--- src/hw/rtl/vertex_happiness_scorer_macros.svh ---
// Assertion macros for the vertex happiness scorer.
// Used by the RTL modules that assert; expects clk and rst_n in scope.
`ifndef VERTEX_HAPPINESS_SCORER_MACROS_SVH
`define VERTEX_HAPPINESS_SCORER_MACROS_SVH

// Consequent must hold in the same cycle as the antecedent.
`define VHS_ASSERT_NOW(label, ante, cons, msg) \
    label: assert property (@(posedge clk) disable iff (!rst_n) (ante) |-> (cons)) \
        else $error(msg);

// Consequent must hold in the cycle after the antecedent.
`define VHS_ASSERT_NEXT(label, ante, cons, msg) \
    label: assert property (@(posedge clk) disable iff (!rst_n) (ante) |=> (cons)) \
        else $error(msg);

`endif

--- src/hw/rtl/vhs_pkg.sv ---
// Shared types and constants of the vertex happiness scorer.
// No dependencies; used by every RTL module of the block.
package vhs_pkg;

    localparam int COLOUR_WIDTH = 8;
    localparam int TOTAL_WIDTH  = 32;
    localparam int WEIGHT_WIDTH = 16;
    localparam int CFG_INDEX_WIDTH = 2;

    // Request kinds
    localparam logic REQ_HEADER    = 1'b0;
    localparam logic REQ_NEIGHBOUR = 1'b1;

    // Vertex classes
    localparam logic [1:0] CLASS_HAPPY     = 2'd0;
    localparam logic [1:0] CLASS_POTENTIAL = 2'd1;
    localparam logic [1:0] CLASS_UNHAPPY   = 2'd2;
    localparam logic [1:0] CLASS_NONE      = 2'd3;

    // Configuration register indexes
    localparam logic [CFG_INDEX_WIDTH-1:0] REG_HAPPY_WEIGHT     = 2'd0;
    localparam logic [CFG_INDEX_WIDTH-1:0] REG_POTENTIAL_WEIGHT = 2'd1;
    localparam logic [CFG_INDEX_WIDTH-1:0] REG_UNHAPPY_WEIGHT   = 2'd2;
    localparam logic [CFG_INDEX_WIDTH-1:0] REG_SCORE_UNCOLOURED = 2'd3;

    typedef logic signed [WEIGHT_WIDTH-1:0] weight_t;

    // Classified vertex handed from the classifier to the accumulator
    typedef struct packed {
        logic       ends;
        logic       done;
        logic       subtract;
        logic [1:0] cls;
        weight_t    weight;
    } vertex_res_t;

endpackage

--- src/hw/rtl/vhs_classifier.sv ---
// Neighbour flag tracking and end-of-vertex classification.
// Depends on vhs_pkg.
module vhs_classifier
(
    input  logic                                 clk,
    input  logic                                 rst_n,
    input  logic                                 advance,
    input  logic                                 req_type,
    input  logic [vhs_pkg::COLOUR_WIDTH-1:0]     colour,
    input  logic                                 subtract_weight,
    input  logic                                 end_of_vertex,
    input  logic                                 end_of_graph,
    input  vhs_pkg::weight_t                     happy_weight,
    input  vhs_pkg::weight_t                     potential_weight,
    input  vhs_pkg::weight_t                     unhappy_weight,
    input  logic                                 score_uncoloured,
    output vhs_pkg::vertex_res_t                 res
);

    logic [vhs_pkg::COLOUR_WIDTH-1:0] own_colour_reg, own_colour_next;
    logic [vhs_pkg::COLOUR_WIDTH-1:0] first_colour_reg, first_colour_next;
    logic                             seen_coloured_reg, seen_coloured_next;
    logic                             seen_uncoloured_reg, seen_uncoloured_next;
    logic                             mismatch_reg, mismatch_next;
    logic                             subtract_reg, subtract_next;

    logic [vhs_pkg::COLOUR_WIDTH-1:0] first_eff;
    logic                             seen_col_eff;
    logic                             seen_unc_eff;
    logic                             mismatch_eff;
    logic                             ends;
    logic [1:0]                       cls;

    assign ends = end_of_vertex | end_of_graph;

    always_comb
    begin
        own_colour_next = own_colour_reg;
        subtract_next   = subtract_reg;
        first_eff       = first_colour_reg;
        seen_col_eff    = seen_coloured_reg;
        seen_unc_eff    = seen_uncoloured_reg;
        mismatch_eff    = mismatch_reg;
        if (req_type == vhs_pkg::REQ_HEADER)
        begin
            // a header drops whatever an unfinished vertex left behind
            own_colour_next = colour;
            subtract_next   = subtract_weight;
            first_eff       = '0;
            seen_col_eff    = 1'b0;
            seen_unc_eff    = 1'b0;
            mismatch_eff    = 1'b0;
        end
        else if (colour == '0)
        begin
            seen_unc_eff = 1'b1;
        end
        else
        begin
            if (own_colour_reg != '0)
            begin
                if (colour != own_colour_reg)
                    mismatch_eff = 1'b1;
            end
            else if (seen_coloured_reg && (colour != first_colour_reg))
            begin
                mismatch_eff = 1'b1;
            end
            if (!seen_coloured_reg)
                first_eff = colour;
            seen_col_eff = 1'b1;
        end
    end

    always_comb
    begin
        if (own_colour_next != '0)
            cls = mismatch_eff ? vhs_pkg::CLASS_UNHAPPY :
                  (seen_unc_eff ? vhs_pkg::CLASS_POTENTIAL : vhs_pkg::CLASS_HAPPY);
        else if (score_uncoloured)
            cls = mismatch_eff ? vhs_pkg::CLASS_UNHAPPY :
                  (seen_col_eff ? vhs_pkg::CLASS_POTENTIAL : vhs_pkg::CLASS_NONE);
        else
            cls = vhs_pkg::CLASS_NONE;
    end

    always_comb
    begin
        res.ends     = ends;
        res.done     = end_of_graph;
        res.subtract = subtract_next;
        res.cls      = cls;
        unique case (cls)
            vhs_pkg::CLASS_HAPPY:     res.weight = happy_weight;
            vhs_pkg::CLASS_POTENTIAL: res.weight = potential_weight;
            vhs_pkg::CLASS_UNHAPPY:   res.weight = unhappy_weight;
            default:                  res.weight = '0;
        endcase
    end

    // clear the sticky flags once the vertex is scored
    assign first_colour_next    = ends ? '0 : first_eff;
    assign seen_coloured_next   = ends ? 1'b0 : seen_col_eff;
    assign seen_uncoloured_next = ends ? 1'b0 : seen_unc_eff;
    assign mismatch_next        = ends ? 1'b0 : mismatch_eff;

    always_ff @(posedge clk or negedge rst_n)
    begin
        if (!rst_n)
        begin
            own_colour_reg      <= '0;
            first_colour_reg    <= '0;
            seen_coloured_reg   <= 1'b0;
            seen_uncoloured_reg <= 1'b0;
            mismatch_reg        <= 1'b0;
            subtract_reg        <= 1'b0;
        end
        else if (advance)
        begin
            own_colour_reg      <= own_colour_next;
            first_colour_reg    <= first_colour_next;
            seen_coloured_reg   <= seen_coloured_next;
            seen_uncoloured_reg <= seen_uncoloured_next;
            mismatch_reg        <= mismatch_next;
            subtract_reg        <= subtract_next;
        end
    end

endmodule

--- src/hw/rtl/vhs_accumulator.sv ---
// Saturating running total and the registered result stage.
// Depends on vhs_pkg and vertex_happiness_scorer_macros.svh.
`include "vertex_happiness_scorer_macros.svh"

module vhs_accumulator
(
    input  logic                        clk,
    input  logic                        rst_n,
    input  logic                        load,
    input  vhs_pkg::vertex_res_t        res,
    input  logic                        out_ready,
    output logic                        out_valid,
    output logic [1:0]                  vertex_class,
    output vhs_pkg::weight_t            vertex_weight,
    output logic [31:0]                 running_total,
    output logic                        total_saturated,
    output logic                        pass_done
);

    localparam int TW = vhs_pkg::TOTAL_WIDTH;

    logic signed [TW-1:0] total_reg, total_next;
    logic                 clip_reg, clip_next;
    logic                 out_valid_reg, out_valid_next;
    logic [1:0]           class_reg;
    vhs_pkg::weight_t     weight_reg;
    logic [31:0]          running_reg;
    logic                 sat_reg;
    logic                 done_reg;

    logic signed [TW:0]   total_ext;
    logic signed [TW:0]   weight_ext;
    logic signed [TW:0]   sum;
    logic signed [TW-1:0] total_sat;
    logic                 overflow;
    logic                 clip_after;

    assign total_ext  = (TW+1)'(total_reg);
    assign weight_ext = (TW+1)'(res.weight);
    assign sum        = res.subtract ? (total_ext - weight_ext) : (total_ext + weight_ext);
    assign overflow   = sum[TW] != sum[TW-1];

    always_comb
    begin
        if (!overflow)
            total_sat = sum[TW-1:0];
        else if (sum[TW])
            total_sat = {1'b1, {(TW-1){1'b0}}};
        else
            total_sat = {1'b0, {(TW-1){1'b1}}};
    end

    assign clip_after = clip_reg | overflow;

    // clear the total once the pass closes
    assign total_next     = res.done ? '0 : total_sat;
    assign clip_next      = res.done ? 1'b0 : clip_after;
    assign out_valid_next = load ? 1'b1 : (out_ready ? 1'b0 : out_valid_reg);

    always_ff @(posedge clk or negedge rst_n)
    begin
        if (!rst_n)
        begin
            total_reg     <= '0;
            clip_reg      <= 1'b0;
            out_valid_reg <= 1'b0;
        end
        else
        begin
            out_valid_reg <= out_valid_next;
            if (load)
            begin
                total_reg <= total_next;
                clip_reg  <= clip_next;
            end
        end
    end

    always_ff @(posedge clk)
    begin
        if (load)
        begin
            class_reg   <= res.cls;
            weight_reg  <= res.weight;
            running_reg <= 32'(total_sat);
            sat_reg     <= clip_after;
            done_reg    <= res.done;
        end
    end

    assign out_valid       = out_valid_reg;
    assign vertex_class    = class_reg;
    assign vertex_weight   = weight_reg;
    assign running_total   = running_reg;
    assign total_saturated = sat_reg;
    assign pass_done       = done_reg;

    `VHS_ASSERT_NEXT(a_pass_clears, load && res.done, total_reg == '0 && !clip_reg, "total not cleared after pass end")
    `VHS_ASSERT_NOW(a_none_zero, out_valid_reg && class_reg == vhs_pkg::CLASS_NONE, weight_reg == '0, "no-contribution result with nonzero weight")
    `VHS_ASSERT_NEXT(a_clip_sticky, load && !res.done && clip_reg, clip_reg, "clip flag dropped inside a pass")
    `VHS_ASSERT_NOW(a_no_overrun, load, !out_valid_reg || out_ready, "result register overwritten before it was taken")

endmodule

--- src/hw/rtl/vertex_happiness_scorer.sv ---
// A record that ends a vertex is held in the input register; its result is then registered in the output register.
// Throughput: one record per cycle; s_tready drops only while a finished
// result waits in the output register and the record in the input register ends a vertex.
// Reset (rst_n, async, active low) clears flags, total, clip flag and valid bits,
// and loads the weights with happy 1, potential 0, unhappy 0, uncoloured scoring off.
// Depends on vhs_pkg, vhs_classifier and vhs_accumulator.
module vertex_happiness_scorer
(
    input  logic                                   clk,
    input  logic                                   rst_n,
    // request stream
    input  logic                                   s_tvalid,
    output logic                                   s_tready,
    input  logic [15:0]                            s_tdata,   // [7:0] item_colour, [8] subtract_weight
    input  logic                                   s_tlast,   // end_of_vertex
    input  logic [1:0]                             s_tuser,   // [0] req_type, [1] end_of_graph
    // result stream
    output logic                                   m_tvalid,
    input  logic                                   m_tready,
    output logic [55:0]                            m_tdata,   // [1:0] vertex_class, [17:2] vertex_weight, [49:18] running_total
    output logic                                   m_tlast,   // pass_done
    output logic                                   m_tuser,   // [0] total_saturated
    // configuration writes
    input  logic                                   cfg_valid,
    output logic                                   cfg_ready,
    input  logic [vhs_pkg::CFG_INDEX_WIDTH-1:0]    cfg_index,
    input  logic [15:0]                            cfg_data
);

    vhs_pkg::weight_t happy_reg;
    vhs_pkg::weight_t potential_reg;
    vhs_pkg::weight_t unhappy_reg;
    logic             uncoloured_reg;

    logic       in_valid_reg, in_valid_next;
    logic       req_type_reg;
    logic [7:0] colour_field_reg;
    logic       subtract_reg;
    logic       eov_reg;
    logic       eog_reg;

    logic       s_fire;
    logic       advance;
    logic       cfg_fire;

    vhs_pkg::vertex_res_t res;
    logic [1:0]           vertex_class;
    vhs_pkg::weight_t     vertex_weight;
    logic [31:0]          running_total;
    logic                 total_saturated;
    logic                 pass_done;

    assign cfg_ready = 1'b1;
    assign cfg_fire  = cfg_valid & cfg_ready;

    always_ff @(posedge clk or negedge rst_n)
    begin
        if (!rst_n)
        begin
            happy_reg      <= vhs_pkg::weight_t'(1);
            potential_reg  <= '0;
            unhappy_reg    <= '0;
            uncoloured_reg <= 1'b0;
        end
        else if (cfg_fire)
        begin
            unique case (cfg_index)
                vhs_pkg::REG_HAPPY_WEIGHT:     happy_reg      <= cfg_data;
                vhs_pkg::REG_POTENTIAL_WEIGHT: potential_reg  <= cfg_data;
                vhs_pkg::REG_UNHAPPY_WEIGHT:   unhappy_reg    <= cfg_data;
                vhs_pkg::REG_SCORE_UNCOLOURED: uncoloured_reg <= cfg_data[0];
                default:                       uncoloured_reg <= uncoloured_reg;
            endcase
        end
    end

    // advance the held record unless it needs the result slot and the slot is stuck
    assign advance  = in_valid_reg & (~(eov_reg | eog_reg) | ~m_tvalid | m_tready);
    assign s_tready = ~in_valid_reg | advance;
    assign s_fire   = s_tvalid & s_tready;
    assign in_valid_next = s_fire ? 1'b1 : (advance ? 1'b0 : in_valid_reg);

    always_ff @(posedge clk or negedge rst_n)
    begin
        if (!rst_n)
            in_valid_reg <= 1'b0;
        else
            in_valid_reg <= in_valid_next;
    end

    always_ff @(posedge clk)
    begin
        if (s_fire)
        begin
            req_type_reg     <= s_tuser[0];
            colour_field_reg <= s_tdata[7:0];
            subtract_reg     <= s_tdata[8];
            eov_reg          <= s_tlast;
            eog_reg          <= s_tuser[1];
        end
    end

    vhs_classifier u_classifier
    (
        .clk              (clk),
        .rst_n            (rst_n),
        .advance          (advance),
        .req_type         (req_type_reg),
        .colour           (vhs_pkg::COLOUR_WIDTH'(colour_field_reg)),
        .subtract_weight  (subtract_reg),
        .end_of_vertex    (eov_reg),
        .end_of_graph     (eog_reg),
        .happy_weight     (happy_reg),
        .potential_weight (potential_reg),
        .unhappy_weight   (unhappy_reg),
        .score_uncoloured (uncoloured_reg),
        .res              (res)
    );

    vhs_accumulator u_accumulator
    (
        .clk             (clk),
        .rst_n           (rst_n),
        .load            (advance & res.ends),
        .res             (res),
        .out_ready       (m_tready),
        .out_valid       (m_tvalid),
        .vertex_class    (vertex_class),
        .vertex_weight   (vertex_weight),
        .running_total   (running_total),
        .total_saturated (total_saturated),
        .pass_done       (pass_done)
    );

    assign m_tdata = {6'd0, running_total, vertex_weight, vertex_class};
    assign m_tlast = pass_done;
    assign m_tuser = total_saturated;

endmodule
--- config.mk ---
export PLATFORM = sky130hd
export DESIGN_NAME = vertex_happiness_scorer
export DESIGN_NICKNAME = d
export VERILOG_FILES = /design/src/hw/rtl/vhs_pkg.sv /design/src/hw/rtl/vhs_classifier.sv /design/src/hw/rtl/vhs_accumulator.sv /design/src/hw/rtl/vertex_happiness_scorer.sv
export VERILOG_INCLUDE_DIRS = /design/src /design/src/hw/rtl
export SDC_FILE = /design/constraint.sdc
export NUM_CORES = 1
export LEC_CHECK = 0
export BUFFER_PORTS_ARGS = -buffer_cell sky130_fd_sc_hd__buf_2
export CAP_MARGIN = 15
export CORE_UTILIZATION = 45
export DETAILED_ROUTE_END_ITERATION = 10
export PLACE_DENSITY = 0.64
export SYNTH_ARGS = -nofsm -noshare
export SYNTH_HDL_FRONTEND = slang
export SYNTH_SLANG_ARGS = --single-unit
--- constraint.sdc ---
create_clock -name clk -period 10.8 [get_ports clk]
set_input_delay 2.16 -clock clk [delete_from_list [all_inputs] [get_ports clk]]
set_output_delay 2.16 -clock clk [all_outputs]
set_load 0.01 [all_outputs]
# Word level (Yosys, flattened, before mapping)
# Cells that the tools add are included.
totals:
  ff_bits: 168
  latchBits: 0
  mem_bits_rw: 0
  rom_bits: 0
  out_inout_bits: 61
  n_memories: 0
op_classes:
  n_addsub: 2
  mul: 0
  div: 0
  order_cmp: 0
  n_eq_ne: 10
  n_shift: 0
  muxes: 34
  n_bitwise: 11
  reduce_logical: 13
op_table:
  columns: ["operator", "n"]
  rows:
  - ["2-to-1 mux 32 bit", 3]
  - ["one-hot mux 16 bit (3 select lines)", 1]
  - ["2-to-1 mux 8 bit", 5]
  - ["adder 32 x 16 -> 33 bit", 1]
  - ["2-to-1 mux 33 bit", 1]
  - ["subtractor 32 x 16 -> 33 bit", 1]
  - ["2-to-1 mux 1 bit", 19]
  - ["!= test 8 bit", 2]
  - ["nonzero test 8 bit", 2]
  - ["2-to-1 mux 2 bit", 5]
  - ["zero test 8 bit", 1]
  - ["AND reduction 2 bit", 4]
  - ["equality test 2 bit, second input constant", 3]
  - ["OR 1 bit", 5]
  - ["equality test 2 x 1 -> 1 bit, second input constant", 2]
  - ["zero test 2 bit", 2]
  - ["nonzero test 2 bit", 2]
  - ["bitwise AND 1 bit", 3]
  - ["!= test 3 x 2 -> 1 bit, second input constant", 1]
  - ["!= test 3 bit, second input constant", 1]
  - ["NOT 1 bit", 3]
  - ["AND reduction 3 bit", 1]
  - ["logical AND 1 bit", 1]
  - ["!= test 1 bit", 1]

# Logic depth before layout (Yosys ltp)
depth:
  word_depth: 16
  depth_mapped: 33

# By module
# Synthesis repeated with hierarchy kept, for this count alone.
hier_totals:
  cells_unflattened: 875
  area_unflattened_um2: 9679.3
modules_own_cells:
  columns: ["module", "n_inst", "cells_per_inst", "area_per_inst_um2", "seq_area_each_um2"]
  rows:
  - ["vhs_accumulator", 1, 581, 5770.5, 2412.3]
  - ["vertex_happiness_scorer", 1, 137, 2359.8, 1612.8]
  - ["vhs_classifier", 1, 157, 1549.0, 500.5]

# Least setup slack after synthesis
# Ideal clock, no wire load.
synth_timing:
  kind: "flip-flop to flip-flop"
  from: "register u_classifier.own_colour_reg[5] (netlist name)"
  to: "register u_accumulator.running_reg[10] (netlist: u_accumulator.running_total[10]) (data pin)"
  t_arrival_ps: 6460
  t_required_ps: 10535
  slack_ps: 4075
  stages_incl_launch_ff: 30
  synth_period_minus_slack_ps: 6725
  path_cell_list: "dfrtp_1 > or4_4 > a2111oi_0 > o211ai_1 > nand4b_2 > buf_6 > buf_4 > nor2_1 > a21oi_1 > ha_1 > inv_1 > or2_2 > nor4_4 > nand3_2 > or3_1 > buf_2 > or2_1 > ha_1 > a21o_1 > ha_1 > a21oi_1 > o21ai_0 > a221o_1 > or4_1 > o22ai_1 > o21ai_0 > xor2_2 > buf_6 > buf_2 > maj3_1"
synth_lines:
  columns: ["item", "line", "rtl"]
  rows:
  - ["start, declared", "vhs_classifier.sv:20", "logic [vhs_pkg::COLOUR_WIDTH-1:0] own_colour_reg, own_colour_next;"]
  - ["start signal, assigned", "vhs_classifier.sv:120", "own_colour_reg <= own_colour_next;"]
  - ["end signal, assigned", "vhs_accumulator.sv:85", "running_reg <= 32'(total_sat);"]
  - ["end, declared", "vhs_accumulator.sv:27", "logic [31:0] running_reg;"]

# Worst setup path after layout
layout_timing:
  from: "register colour_field_reg[7]"
  to: "register u_accumulator.running_reg[1] (netlist: u_accumulator.running_total[1]) (data pin)"
layout_between:
  elab_chain_len: 15
  elab_cells_between_ends: 31
  cone_classes: "2 x add/sub; 5 x eq/ne; 20 x mux; 4 x reduce/logical"
layout_lines:
  columns: ["item", "line", "rtl"]
  rows:
  - ["start, declared", "vertex_happiness_scorer.sv:37", "logic [7:0] colour_field_reg;"]
  - ["start signal, assigned", "vertex_happiness_scorer.sv:96", "colour_field_reg <= s_tdata[7:0];"]
  - ["!= test 8 bit", "vhs_classifier.sv:65", "else if (seen_coloured_reg && (colour != first_colour_reg))"]
  - ["logical AND 1 bit", "vhs_classifier.sv:65", null]
  - ["2-to-1 mux 1 bit", "vhs_classifier.sv:65", null]
  - ["2-to-1 mux 1 bit", "vhs_classifier.sv:60", "if (own_colour_reg != '0)"]
  - ["2-to-1 mux 1 bit", "vhs_classifier.sv:54", "else if (colour == '0)"]
  - ["2-to-1 mux 1 bit", "vhs_classifier.sv:44", "if (req_type == vhs_pkg::REQ_HEADER)"]
  - ["2-to-1 mux 2 bit", "vhs_classifier.sv:81", "cls = mismatch_eff ? vhs_pkg::CLASS_UNHAPPY :"]
  - ["2-to-1 mux 2 bit", "vhs_classifier.sv:80", "else if (score_uncoloured)"]
  - ["2-to-1 mux 2 bit *", "vhs_classifier.sv:77", "if (own_colour_next != '0)"]
  - ["equality test 2 bit, or another cell as far along", "vhs_classifier.sv:93", "unique case (cls)"]
  - ["one-hot mux 16 bit (3 select lines) *", "vhs_classifier.sv:93", null]
  - ["adder 32 x 16 -> 33 bit or subtractor 32 x 16 -> 33 bit (tied branches)", "vhs_accumulator.sv:40", "assign sum = res.subtract ? (total_ext - weight_ext) : (total_ext + weight_ext);"]
  - ["2-to-1 mux 33 bit *", "vhs_accumulator.sv:40", null]
  - ["2-to-1 mux 32 bit or != test 1 bit (tied branches)", "vhs_accumulator.sv:47, vhs_accumulator.sv:41", null]
  - ["2-to-1 mux 32 bit *", "vhs_accumulator.sv:45", "if (!overflow)"]
  - ["via u_accumulator.total_sat[1]", "vhs_accumulator.sv:34", "logic signed [TW-1:0] total_sat;"]
# Mark *: on every way through the listed nets, which the timed path passes. The rest lies on a longest branch.
# A chain may end at the register's enable or synchronous reset.

==> results.cfg <==
[die]
initial_core_util_pct = 45.7
core_sq_um = 20200
die_w_microns = 145
die_area_sq_um = 21100
rows = 52
die_y_microns = 145
ios = 103

[worst_setup_path]
end_kind = flip-flop
slowest_delay_ps = 580
cp_num_buf_inv = 2
required_ps = 11070
worstPathArrival_ps = 8800
crit_fanout = 32
cp_top_family = simple AND/OR/NAND/NOR gates
criticalPathCategory = reg2reg
slowest_stage = and2_1
start_kind = flip-flop

[synth]
post-synth-top-area-cell = dfrtp_1
synth_edf_count = 64
async_reset_ff_share_pct = 61.9
synthTopCellsByCount = 103 x dfrtp_1, 82 x a21oi_1, 76 x nand2_1
synth_ff_type = dfrtp_1
seq_area_frac_synth_pct = 49.1
yosysMostFrequentCell = dfrtp_1
synth.top_cell.area_share_pct = 27.9
synthDistinctLibCells = 74
yosys_warnings = 0
synth_area_sq_um = 9220
avgSynthCellArea_sq_um = 10.9
synth-seq-cells = 168
synthCells = 843
yosys-top-cells-area = dfrtp_1 28%, edfxtp_1 21%, mux2_2 7.2%

[timing]
timing.setup.tns_ps = 0
max_slew_margin_pct = 29.0
setup_viol = 0
skew_ps = 15.6
hold_violations = 0
maxSlewViolCount = 0
period_share_pct = 78.9
max_freq_ghz = 0.117
min_period_ps = 8530
rsz0062_at_grt = no
fin_ws_ps = 2270
tightestPinTransition_ps = 1060

[routing]
via_per_inst = 5.47
drc = 0
firstDrtPassIters = 4
final_antenna_net_count = 0
wl_per_cell_microns = 16.8
drt_iter0_markers = 377
vias = 6593
wirelength_mm = 20.2

[job]
maxCapViolations = 0

[global_route]
grt_max_degree = 80
grt_usage_pct = 19.9
grt_pass1_wl_mm = 33.3
grt_pass1_vias = 6397
antenna_found_initial = 0
grt-ovfl-total = 0

[pwr]
seqPwrFrac_pct = 31.9
power_frac_clock_pct = 18.9
swShare_pct = 40.8
p_per_area_nw_per_um2 = 300
p_leak_nw = 4.43
combPwrFrac_pct = 49.2
peakVddDrop_uv = 206
p_switching_mw = 1.28
intPower_mw = 1.85

[clock_network]
cts_tree = yes
cts_buffers = 17
clkTransAtPathRegs_ps = 80
clkLatencyLatePin_ps = 440
post-cts-setup-buffers = 0
cts-root-buf = clkbuf_16
cts_resized = 0
clockBufferDepth = 2
cts_htree_levels = 4
postCtsHoldBufs = 0
clock-sinks = 168

[worst_hold_path]
hp-class = reg2reg

[cells_and_area]
fillers = 1863
finalNetCount = 1001
num_antenna_cells = 0
drive_above_1_share_pct = 22.8
area_growth_pct = 13.3
finish.instance_area_sq_um = 10400

[placement]
post-dp-hpwl_mm = 13.8
portBuffers = 88
globalplace.congestion = 0.930
dpl-instance-area_sq_um = 9890
pre_cts_ws_ps = 2320

[status]
outcome = finished clean
==> cell families (layout without fill, tap and decap cells) <==
| logic type | count (synthesis) | in the layout | synth area share (%) |
|---|---|---|---|
| other cells | 2 | 7 | 0.0814 |
| xor+xnor | 57 | 57 | 5.49 |
| mux | 74 | 74 | 8.83 |
| flops | 168 | 168 | 49.1 |
| compound gates | 233 | 233 | 15.4 |
| fa+ha+maj | 56 | 56 | 7.19 |
| buf+inv | 63 | 151 | 3.45 |
| simple gates | 190 | 190 | 10.5 |
==> power by group through the flow <==
| stage | clock network [mW] | registers, mW | logic, mW |
|---|---|---|---|
| 2_1_floorplan | 0 | 1.04 | 1.14 |
| 3_3_place_gp | 0 | 1.01 | 1.52 |
| 3_5_place_dp | 0 | 1.01 | 1.53 |
| 4_1_cts | 0.601 | 1.00 | 1.54 |
| 5_1_grt | 0.627 | 1.02 | 1.71 |
| 6_report | 0.591 | 1.00 | 1.54 |
==> layer usage <==
| layer | part of all wire (%) | up-vias | GRT usage, % | wire length, microns |
|---|---|---|---|---|
| met5 | 0 | - | 0 | 0 |
| met2 | 48 | 134 | 32.2 | 9650 |
| met1 | 48 | 3208 | 27.7 | 9710 |
| li1 | - | 3233 | - | - |
| met3 | 3.0 | 18 | 2.89 | 612 |
| met4 | 1.3 | 0 | 6.42 | 257 |
==> cells in the final DEF (no fill, tap or decap), types with 5 or more instances in the layout <==
cell type / n
buf_4: 11
buf_2: 87
nor2b_1: 7
a22o_1: 8
o21ai_1: 27
nor3_1: 6
a21oi_1: 82
o21bai_1: 6
o21ai_0: 46
inv_1: 18
conb_1: 7
nand4_1: 8
nand3_1: 10
nand2_1: 76
o2bb2ai_1: 5
a21o_1: 14
nor2_1: 35
nand2b_1: 9
mux2i_1: 15
or3_1: 6
xnor2_1: 41
mux2_2: 59
and3_1: 5
edfxtp_1: 64
dfrtp_1: 103
maj3_1: 16
and2_1: 7
a31oi_1: 6
ha_1: 35
xor2_1: 14
clkbuf_16: 17
==> per-stage QoR <==
stage	power (mW)	util [%]	hold WS (ps)	std cells
2_1_floorplan	2.18	-	451	848
3_3_place_gp	2.52	49.0	474	1174
3_5_place_dp	2.55	49.0	487	1174
4_1_cts	3.15	51.8	504	1206
5_1_grt	3.35	51.8	518	1206
6_report	3.13	51.8	499	1206
==> worst paths after layout <==
check                                                                end                              startpoint  slack [ps]  cells after the start
worst max-delay path            u_accumulator.running_total[1]$_DFFE_PP_           colour_field_reg[7]$_DFFE_PP_        2270                     26
worst min-delay path              u_accumulator.total_reg[5]$_DFFE_PN0P_  u_accumulator.total_reg[5]$_DFFE_PN0P_         500                      2
worst max register to register  u_accumulator.running_total[1]$_DFFE_PP_           colour_field_reg[7]$_DFFE_PP_        2270                     26
worst min register to register    u_accumulator.total_reg[5]$_DFFE_PN0P_  u_accumulator.total_reg[5]$_DFFE_PN0P_         500                      2
max in group asynchronous            u_accumulator.out_valid$_DFFE_PN0P_                                   rst_n        7820                      2
min in group asynchronous        u_accumulator.total_reg[14]$_DFFE_PN0P_                                   rst_n        1640                      1
==> worst register-to-register path, cell delays in order, from the launching register on <==
cell and delay [ps]:
edfxtp_1 530, nor4_4 420, nand2_1 190, o2111ai_1 190
nand4b_2 550, and2_1 580, a21oi_1 390, ha_1 220
inv_1 40, or2_2 310, nor4_4 240, nand3_2 120
or3_1 540, or2_1 290, ha_1 270, a21o_1 190
ha_1 220, a21oi_1 160, o21ai_0 150, a221o_1 340
or4_1 470, o22ai_1 320, o21ai_0 310, xor2_4 550
buf_4 440, a21oi_1 150, nor2_1 170
==> layout make-up <==
| class | instances | area, sq um | area share, % |
|---|---|---|---|
| inverters | 21 | 78.8 | 0.754 |
| clock buffers | 20 | 457 | 4.37 |
| clock inverters | 12 | 105 | 1.01 |
| repair buffers | 98 | 518 | 4.96 |
| multi-input cells | 617 | 4430 | 42.4 |
| flip-flops and latches | 168 | 4530 | 43.3 |
| well taps | 270 | 338 | 3.23 |
Note: power is estimated with default switching activity, not from simulation.
